$ cat src/sscs_pkg.sv
// sscs_pkg: shared types, constants and the segment lookup for the
// seven-segment clock scanner. No dependencies.
package sscs_pkg;

  localparam int SEG_W   = 8;
  localparam int POS_W   = 2;
  localparam int SLOT_W  = 4;
  localparam int CIDX_W  = 3;
  localparam int CDATA_W = 16;
  localparam int RPM_W   = 16;
  localparam int DINT_W  = 8;

  typedef logic [SEG_W-1:0]   seg_t;
  typedef logic [POS_W-1:0]   pos_t;
  typedef logic [SLOT_W-1:0]  slot_t;
  typedef logic [CIDX_W-1:0]  cfg_idx_t;
  typedef logic [CDATA_W-1:0] cfg_data_t;

  // configuration register indexes
  localparam cfg_idx_t REG_START_HOUR_TENS    = 3'd0;
  localparam cfg_idx_t REG_START_HOUR_UNITS   = 3'd1;
  localparam cfg_idx_t REG_START_MINUTE_TENS  = 3'd2;
  localparam cfg_idx_t REG_START_MINUTE_UNITS = 3'd3;
  localparam cfg_idx_t REG_REFRESHES          = 3'd4;
  localparam cfg_idx_t REG_DOT_INTERVAL       = 3'd5;

  // scan slots within one refresh pass
  localparam slot_t SLOT_MIN_UNITS  = 4'd0;
  localparam slot_t SLOT_MIN_TENS   = 4'd2;
  localparam slot_t SLOT_HOUR_UNITS = 4'd4;
  localparam slot_t SLOT_HOUR_TENS  = 4'd6;
  localparam slot_t SLOT_LAST_DIGIT = 4'd7;
  localparam slot_t SLOT_DOTS       = 4'd8;
  localparam slot_t SLOT_LAST       = 4'd9;

  localparam pos_t POS_HOUR_TENS  = 2'd0;
  localparam pos_t POS_HOUR_UNITS = 2'd1;
  localparam pos_t POS_MIN_TENS   = 2'd2;
  localparam pos_t POS_MIN_UNITS  = 2'd3;

  localparam seg_t DOTS_SEG  = 8'h03;
  localparam seg_t BLANK_SEG = 8'h00;

  localparam logic [RPM_W-1:0]  RPM_RESET  = 16'd3000;
  localparam logic [DINT_W-1:0] DINT_RESET = 8'd25;

  function automatic seg_t seg_lookup(input logic [3:0] digit);
    seg_t s;
    unique case (digit)
      4'h0: s = 8'h3F;
      4'h1: s = 8'h06;
      4'h2: s = 8'h5B;
      4'h3: s = 8'h4F;
      4'h4: s = 8'h66;
      4'h5: s = 8'h6D;
      4'h6: s = 8'h7D;
      4'h7: s = 8'h07;
      4'h8: s = 8'h7F;
      4'h9: s = 8'h6F;
      4'hA: s = 8'h77;
      4'hB: s = 8'h7C;
      4'hC: s = 8'h39;
      4'hD: s = 8'h5E;
      4'hE: s = 8'h79;
      4'hF: s = 8'h71;
      default: s = BLANK_SEG;
    endcase
    return s;
  endfunction

endpackage

$ cat src/seven_segment_clock_scanner.sv
// seven_segment_clock_scanner: four-digit multiplexed clock display scanner.
// Depends on sscs_pkg for constants and the segment lookup.
//
// Usage: every item on the in_ channel is one scan slot. in_tick=1 steps to
// the next slot, in_tick=0 repeats the current slot. Each item yields exactly
// one result on the out_ channel: segment pattern, digit position, lit flag
// and colon-dots flag. A pass scans minute units, minute tens, hour units and
// hour tens, each followed by a blank slot, plus a dots slot and a blank slot
// on every dot_interval-th pass. After refreshes_per_minute passes the time
// advances one minute, wrapping 23:59 to 00:00.
// Results are registered: out_valid rises in the cycle after acceptance; one
// item per cycle while out_ready is high, set by the single result register.
// The result register frees up in the cycle it is taken, so in_ready stays
// high while out_ready is high; when the receiver stalls with a result held,
// in_ready drops until it is taken.
// Reset (synchronous, active low) sets the time to 15:41, the scan to the
// minute-units slot and the limits to 3000 passes and a dot interval of 25.
// Writes to the start registers load the time digits directly.
module seven_segment_clock_scanner (
  input  logic                clk,
  input  logic                rst_n,
  input  logic                in_valid,
  output logic                in_ready,
  input  logic                in_tick,
  output logic                out_valid,
  input  logic                out_ready,
  output sscs_pkg::seg_t      out_segments,
  output sscs_pkg::pos_t      out_position,
  output logic                out_lit,
  output logic                out_dots,
  input  logic                cfg_we,
  input  sscs_pkg::cfg_idx_t  cfg_index,
  input  sscs_pkg::cfg_data_t cfg_wdata
);
  import sscs_pkg::*;

  logic [1:0]        hour_tens_r, hour_tens_nxt;
  logic [3:0]        hour_units_r, hour_units_nxt;
  logic [2:0]        min_tens_r, min_tens_nxt;
  logic [3:0]        min_units_r, min_units_nxt;
  slot_t             slot_r, slot_nxt;
  logic [RPM_W-1:0]  refresh_cnt_r, refresh_cnt_nxt;
  logic [DINT_W-1:0] dot_cnt_r, dot_cnt_nxt;
  logic [RPM_W-1:0]  rpm_r, rpm_nxt;
  logic [DINT_W-1:0] dint_r, dint_nxt;

  logic              out_valid_r, out_valid_nxt;
  seg_t              out_seg_r, out_seg_nxt;
  pos_t              out_pos_r, out_pos_nxt;
  logic              out_lit_r, out_lit_nxt;
  logic              out_dots_r, out_dots_nxt;

  logic              in_fire;
  logic [RPM_W-1:0]  rpm_lim;
  logic [DINT_W-1:0] dint_lim;
  logic [RPM_W:0]    refresh_inc;
  logic [DINT_W:0]   dot_inc;
  logic [4:0]        min_units_inc;
  logic [3:0]        min_tens_inc;
  logic [4:0]        hour_units_inc;

  assign in_ready     = !out_valid_r || out_ready;
  assign in_fire      = in_valid && in_ready;
  assign out_valid    = out_valid_r;
  assign out_segments = out_seg_r;
  assign out_position = out_pos_r;
  assign out_lit      = out_lit_r;
  assign out_dots     = out_dots_r;

  // zero limits behave as one
  assign rpm_lim  = (rpm_r == '0) ? RPM_W'(1) : rpm_r;
  assign dint_lim = (dint_r == '0) ? DINT_W'(1) : dint_r;

  assign refresh_inc    = {1'b0, refresh_cnt_r} + (RPM_W+1)'(1);
  assign dot_inc        = {1'b0, dot_cnt_r} + (DINT_W+1)'(1);
  assign min_units_inc  = {1'b0, min_units_r} + 5'd1;
  assign min_tens_inc   = {1'b0, min_tens_r} + 4'd1;
  assign hour_units_inc = {1'b0, hour_units_r} + 5'd1;

  always_comb begin
    logic end_pass;
    hour_tens_nxt   = hour_tens_r;
    hour_units_nxt  = hour_units_r;
    min_tens_nxt    = min_tens_r;
    min_units_nxt   = min_units_r;
    slot_nxt        = slot_r;
    refresh_cnt_nxt = refresh_cnt_r;
    dot_cnt_nxt     = dot_cnt_r;
    rpm_nxt         = rpm_r;
    dint_nxt        = dint_r;
    end_pass        = 1'b0;

    priority if (cfg_we) begin
      unique case (cfg_index)
        REG_START_HOUR_TENS:    hour_tens_nxt  = cfg_wdata[1:0];
        REG_START_HOUR_UNITS:   hour_units_nxt = cfg_wdata[3:0];
        REG_START_MINUTE_TENS:  min_tens_nxt   = cfg_wdata[2:0];
        REG_START_MINUTE_UNITS: min_units_nxt  = cfg_wdata[3:0];
        REG_REFRESHES:          rpm_nxt        = cfg_wdata[RPM_W-1:0];
        REG_DOT_INTERVAL:       dint_nxt       = cfg_wdata[DINT_W-1:0];
        default: ;
      endcase
    end else if (in_fire && in_tick) begin
      priority if (slot_r == SLOT_LAST_DIGIT) begin
        if (dot_cnt_r == '0) begin
          slot_nxt = SLOT_DOTS;
        end else begin
          end_pass = 1'b1;
        end
      end else if (slot_r >= SLOT_LAST) begin
        end_pass = 1'b1;
      end else begin
        slot_nxt = slot_r + SLOT_W'(1);
      end

      if (end_pass) begin
        slot_nxt = SLOT_MIN_UNITS;
        if (refresh_inc >= {1'b0, rpm_lim}) begin
          refresh_cnt_nxt = '0;
          dot_cnt_nxt     = '0;
          // minute advance, carries use >= so oversized digits roll over
          if (min_units_inc < 5'd10) begin
            min_units_nxt = min_units_inc[3:0];
          end else begin
            min_units_nxt = '0;
            if (min_tens_inc < 4'd6) begin
              min_tens_nxt = min_tens_inc[2:0];
            end else begin
              min_tens_nxt = '0;
              priority if (hour_tens_r >= 2'd2 && hour_units_inc >= 5'd4) begin
                hour_tens_nxt  = '0;
                hour_units_nxt = '0;
              end else if (hour_units_inc >= 5'd10) begin
                hour_units_nxt = '0;
                hour_tens_nxt  = hour_tens_r + 2'd1;
              end else begin
                hour_units_nxt = hour_units_inc[3:0];
              end
            end
          end
        end else begin
          refresh_cnt_nxt = refresh_inc[RPM_W-1:0];
          dot_cnt_nxt     = (dot_inc >= {1'b0, dint_lim}) ? '0 : dot_inc[DINT_W-1:0];
        end
      end
    end else begin
    end
  end

  // result decode from the post-step state
  always_comb begin
    out_valid_nxt = out_valid_r;
    out_seg_nxt   = out_seg_r;
    out_pos_nxt   = out_pos_r;
    out_lit_nxt   = out_lit_r;
    out_dots_nxt  = out_dots_r;
    if (out_valid_r && out_ready) begin
      out_valid_nxt = 1'b0;
    end
    if (in_fire) begin
      out_valid_nxt = 1'b1;
      out_seg_nxt   = BLANK_SEG;
      out_pos_nxt   = POS_HOUR_TENS;
      out_lit_nxt   = 1'b0;
      out_dots_nxt  = 1'b0;
      unique case (slot_nxt)
        SLOT_MIN_UNITS: begin
          out_seg_nxt = seg_lookup(min_units_nxt);
          out_pos_nxt = POS_MIN_UNITS;
          out_lit_nxt = 1'b1;
        end
        SLOT_MIN_TENS: begin
          out_seg_nxt = seg_lookup({1'b0, min_tens_nxt});
          out_pos_nxt = POS_MIN_TENS;
          out_lit_nxt = 1'b1;
        end
        SLOT_HOUR_UNITS: begin
          out_seg_nxt = seg_lookup(hour_units_nxt);
          out_pos_nxt = POS_HOUR_UNITS;
          out_lit_nxt = 1'b1;
        end
        SLOT_HOUR_TENS: begin
          out_seg_nxt = seg_lookup({2'b00, hour_tens_nxt});
          out_pos_nxt = POS_HOUR_TENS;
          out_lit_nxt = 1'b1;
        end
        SLOT_DOTS: begin
          out_seg_nxt  = DOTS_SEG;
          out_dots_nxt = 1'b1;
        end
        default: ;
      endcase
    end
  end

  always_ff @(posedge clk) begin
    if (!rst_n) begin
      hour_tens_r   <= 2'd1;
      hour_units_r  <= 4'd5;
      min_tens_r    <= 3'd4;
      min_units_r   <= 4'd1;
      slot_r        <= SLOT_MIN_UNITS;
      refresh_cnt_r <= '0;
      dot_cnt_r     <= '0;
      rpm_r         <= RPM_RESET;
      dint_r        <= DINT_RESET;
      out_valid_r   <= 1'b0;
    end else begin
      hour_tens_r   <= hour_tens_nxt;
      hour_units_r  <= hour_units_nxt;
      min_tens_r    <= min_tens_nxt;
      min_units_r   <= min_units_nxt;
      slot_r        <= slot_nxt;
      refresh_cnt_r <= refresh_cnt_nxt;
      dot_cnt_r     <= dot_cnt_nxt;
      rpm_r         <= rpm_nxt;
      dint_r        <= dint_nxt;
      out_valid_r   <= out_valid_nxt;
    end
  end

  always_ff @(posedge clk) begin
    out_seg_r  <= out_seg_nxt;
    out_pos_r  <= out_pos_nxt;
    out_lit_r  <= out_lit_nxt;
    out_dots_r <= out_dots_nxt;
  end

`ifndef SYNTHESIS
  a_slot_range: assert property (@(posedge clk) disable iff (!rst_n)
    slot_r <= SLOT_LAST)
    else $error("scan slot out of range");

  a_hold_no_tick: assert property (@(posedge clk) disable iff (!rst_n)
    in_fire && !in_tick |=> $stable(slot_r))
    else $error("slot moved on a repeat item");

  a_lit_dots_excl: assert property (@(posedge clk) disable iff (!rst_n)
    out_valid_r |-> !(out_lit_r && out_dots_r))
    else $error("digit and dots slot at once");

  a_dots_pattern: assert property (@(posedge clk) disable iff (!rst_n)
    out_valid_r && out_dots_r |-> out_seg_r == DOTS_SEG && out_pos_r == POS_HOUR_TENS)
    else $error("dots slot with wrong pattern");
`endif

endmodule

$ cat config.mk
export PLATFORM = sky130hd
export DESIGN_NAME = seven_segment_clock_scanner
export DESIGN_NICKNAME = d
export VERILOG_FILES = /design/src/sscs_pkg.sv /design/src/seven_segment_clock_scanner.sv
export SDC_FILE = /design/constraint.sdc
export NUM_CORES = 1
export LEC_CHECK = 0
export ABC_AREA = 1
export BUFFER_PORTS_ARGS = -buffer_cell sky130_fd_sc_hd__buf_2
export CAP_MARGIN = 30
export CORE_MARGIN = 2
export CORE_UTILIZATION = 44
export DETAILED_ROUTE_END_ITERATION = 16
export GPL_TIMING_DRIVEN = 0
export PLACE_DENSITY = 0.71
export REMOVE_ABC_BUFFERS = 1
export SLEW_MARGIN = 20
export SYNTH_ARGS = -nofsm -noshare
export SYNTH_HDL_FRONTEND = slang
export SYNTH_SLANG_ARGS = --single-unit
$ cat constraint.sdc
create_clock -name clk -period 5.8 [get_ports clk]
set_input_delay 0.87 -clock clk [delete_from_list [all_inputs] [get_ports clk]]
set_output_delay 0.87 -clock clk [all_outputs]
set_load 0.02 [all_outputs]
==> results.md <==
* Yosys warning total at 0
* Post-CTS sizing at 0
* DR DRC count at 0
* FFs w/ async S/R, synth at 0%
* Crit-path max FO at 17
* Total negative slack at 0 ns
* Pwr dens at 228 mW/mm^2
* Die Width at 118 um
* Met2 WL at 5980 um
* R2r worst-path depth at 28
* Rows at 41
* Top Metal Used: met4
* Min-delay worst type: reg2reg
* All-Layer GR Usage at 19.8%
* Reg2reg start: refresh_cnt_r[2]
* NumNets Final at 932
* Clk sinks at 77
* Slowest-stage cell, CP: dfxtp_1
* Max Fclk at 221 MHz
* Gpl congestion at 0.874
* Final Max Tran Viols at 0
* Vias at 5,155
* Setup bufs post-CTS at 0
* WP data required at 5.88 ns
* Skew final at 0.00968 ns
* Area leader, netlist: dfxtp_1
* Post-DP HPWL at 9800 um
* Flop and latch count out of synthesis at 77
* Layout area overhead at 12.5%
* Slew headroom at 50.9%
* Initial core utilization at 45.1%
* Clk_lat worst skew at 0.35 ns
* Worst hold slack at 0.477 ns
* Final setup vio count at 0
* Initial antenna violation count at 0
* Sequential area share after synthesis at 29.0%
* Critical path's most frequent cell: nand2_1
* Hold path depth at 2
* Unique masters post-synth at 51
* Die outline height at 118 um
* I/O pin count at 39
* Grt ovf at 0
* ANT nets after route at 0
* Clock-pin slew on the worst setup and hold paths at 0.06 ns
* Leakage power at 3.10 nW
* Max-Cap Viols at 0
* Pre-CTS WS at 1.36 ns
* Layout cells sized above 1 at 12.5%
* Max IR drop VDD at 0.000138 V
* Mapped Cells at 825
* First-pass DRT Iterations at 5
* Cell-internal power at 1.06 mW
* Detailed Route WL at 13,200 um
* Yosys top cell area share at 23.2%
* CP arrival at 4.60 ns
* R2r endpoint: out_segments[1]
* Actual slew at the worst max-slew pin at 0.729 ns
* Clock Power Share at 45.0%
* Clk root buf: clkbuf_16
* Class of the most critical setup path: reg2reg
* First-pass GRT wire length at 22,500 um
* DR iter-0 viols at 310
* Setup WS post-layout at 1.28 ns
* ANT cells at 0
* RSZ-0062 raised after global routing: no
* Main flop type after synthesis: dfxtp_1
* CTS tree: built
* Core Box Area at 0.0126 mm^2
* Vias per cell at 4.99
* Area after DPL at 0.00606 mm^2
* EDFF count, synth at 11
* Final Critical Period at 4.52 ns
* Critical Path Max Stage Delay at 0.42 ns
* Routed wire per std cell at 12.8 um
* Port bufs at 37
* Outcome: finished clean
* Largest net degree at the start of global routing at 34
* Min-delay src: rpm_r[12]
* Register share of total power at 39.5%
* Synth top area cells: dfxtp_1 23%, nand2_1 13%, ha_1 11%, inv_1 7.7%, nand3_1 6.6%
* Post-synth top cells: 202 x nand2_1, 117 x inv_1, 75 x nand3_1
* Worst path top cell family by delay: simple AND/OR/NAND/NOR gates
* Total CTS buffers at 9
* Final period util at 77.9%
* Vias in the first global route at 4,811
* Design area at 0.00641 mm^2
* WHS Endpoint: rpm_r[12]
* Flop2flop setup slack at 1.28 ns
* Syn Area/Cell at 6.90 um^2
* Critical path buffers and inverters at 4
* M1 WL at 6520 um
* CP Capture Type: flip-flop
* Hold Vio Cnt, Final at 0
* Switching share of power at 27.2%
* Die area at 0.0139 mm^2
* Met3 WL post-DR at 497 um
* # hold bufs at CTS at 0
* H-tree depth at 3
* CP Launch Type: flip-flop
* Sw Pwr at 0.396 mW
* Most common cell in the synthesized netlist: nand2_1
* Logic pwr share at 15.5%
* Fin util at 50.8%
* Mapped Area at 0.00570 mm^2
* Clock Tree Buf Depth at 2
## metal layers
| metal | track usage, % | vias up |
|---|---|---|
| met3 | 3.73 | 16 |
| met1 | 27.0 | 2307 |
| li1 | - | 2746 |
| met4 | 6.40 | 0 |
| met2 | 31.6 | 86 |
| met5 | 0 | - |
## power by group through the flow
stage | sequential (mW) | combinational, mW | clock [mW]
finish | 0.576 | 0.227 | 0.655
detailed placement | 0.587 | 0.225 | 0
global placement | 0.587 | 0.220 | 0
global route | 0.578 | 0.257 | 0.689
floorplan | 0.596 | 0.150 | 0
CTS | 0.576 | 0.226 | 0.668
## layout by cell type (no fill, tap or decap), drive strengths merged, types with 2 or more instances in the layout
cell type	synthesis	layout
edfxtp	11	11
clkbuf	14	12
clkinv	2	2
nand3b	5	5
nand2	222	222
nand3	79	79
buf	6	40
o211ai	14	14
nor4	6	6
ha	51	51
xnor2	8	8
a41o	2	2
o21ai	37	37
dfxtp	66	66
xor2	15	15
and2	2	2
a21oi	62	62
nand4	13	13
or2	2	2
bufinv	0	2
nor3	6	6
inv	123	124
nor2	67	67
a31oi	3	3
## worst max path at each step
stage                          start               to  slack, ns  cells past startpoint
floorplan                  out_ready     dot_cnt_r[1]       2.11                     12
global placement           out_ready     dot_cnt_r[1]       0.83                     13
detailed placement  refresh_cnt_r[2]  out_segments[1]       1.36                     28
CTS                 refresh_cnt_r[2]  out_segments[1]       1.31                     28
global route        refresh_cnt_r[0]  out_segments[1]       0.84                     28
finish              refresh_cnt_r[2]  out_segments[1]       1.28                     28
## stage by stage
step | power, mW | cells
3_5_place_dp | 0.812 | 1017
3_3_place_gp | 0.807 | 1014
5_1_grt | 1.52 | 1033
4_1_cts | 1.47 | 1033
6_report | 1.46 | 1033
2_1_floorplan | 0.746 | 805
## worst min-delay path, cell delays in order (launching register included)
cell     delay, ns
dfxtp_1       0.31
inv_1         0.07
a21oi_1       0.06
## state kept, by name, summed over array words and instances (netlist names)
register,flops
refresh_cnt_r,16
rpm_r,16
dint_r,8
dot_cnt_r,8
out_segments,7
hour_units_r,4
min_units_r,4
slot_r,4
min_tens_r,3
hour_tens_r,2
out_position,2
out_dots,1
out_lit,1
out_valid,1
## cell families after synthesis
kind of cell	count (synthesis)	synth area share (%)
flip-flops	77	29.0
buffers and inverters	145	9.97
other	1	0.0658
XOR/XNOR	23	3.54
AO/OA/AOI/OAI	123	12.9
AND/OR/NAND/NOR	405	33.3
adder cells (fa/ha/maj)	51	11.2
## final cells by class
class,count,area [um^2]
Fill cell,1328,6210
Multi-Input combinational cell,603,3480
Sequential cell,77,1650
Inverter,125,474
Clock buffer,12,272
Timing Repair Buffer,40,239
Tap cell,172,215
Clock inverter,4,76.3
No activity file was read; power rests on OpenSTA's default activity.
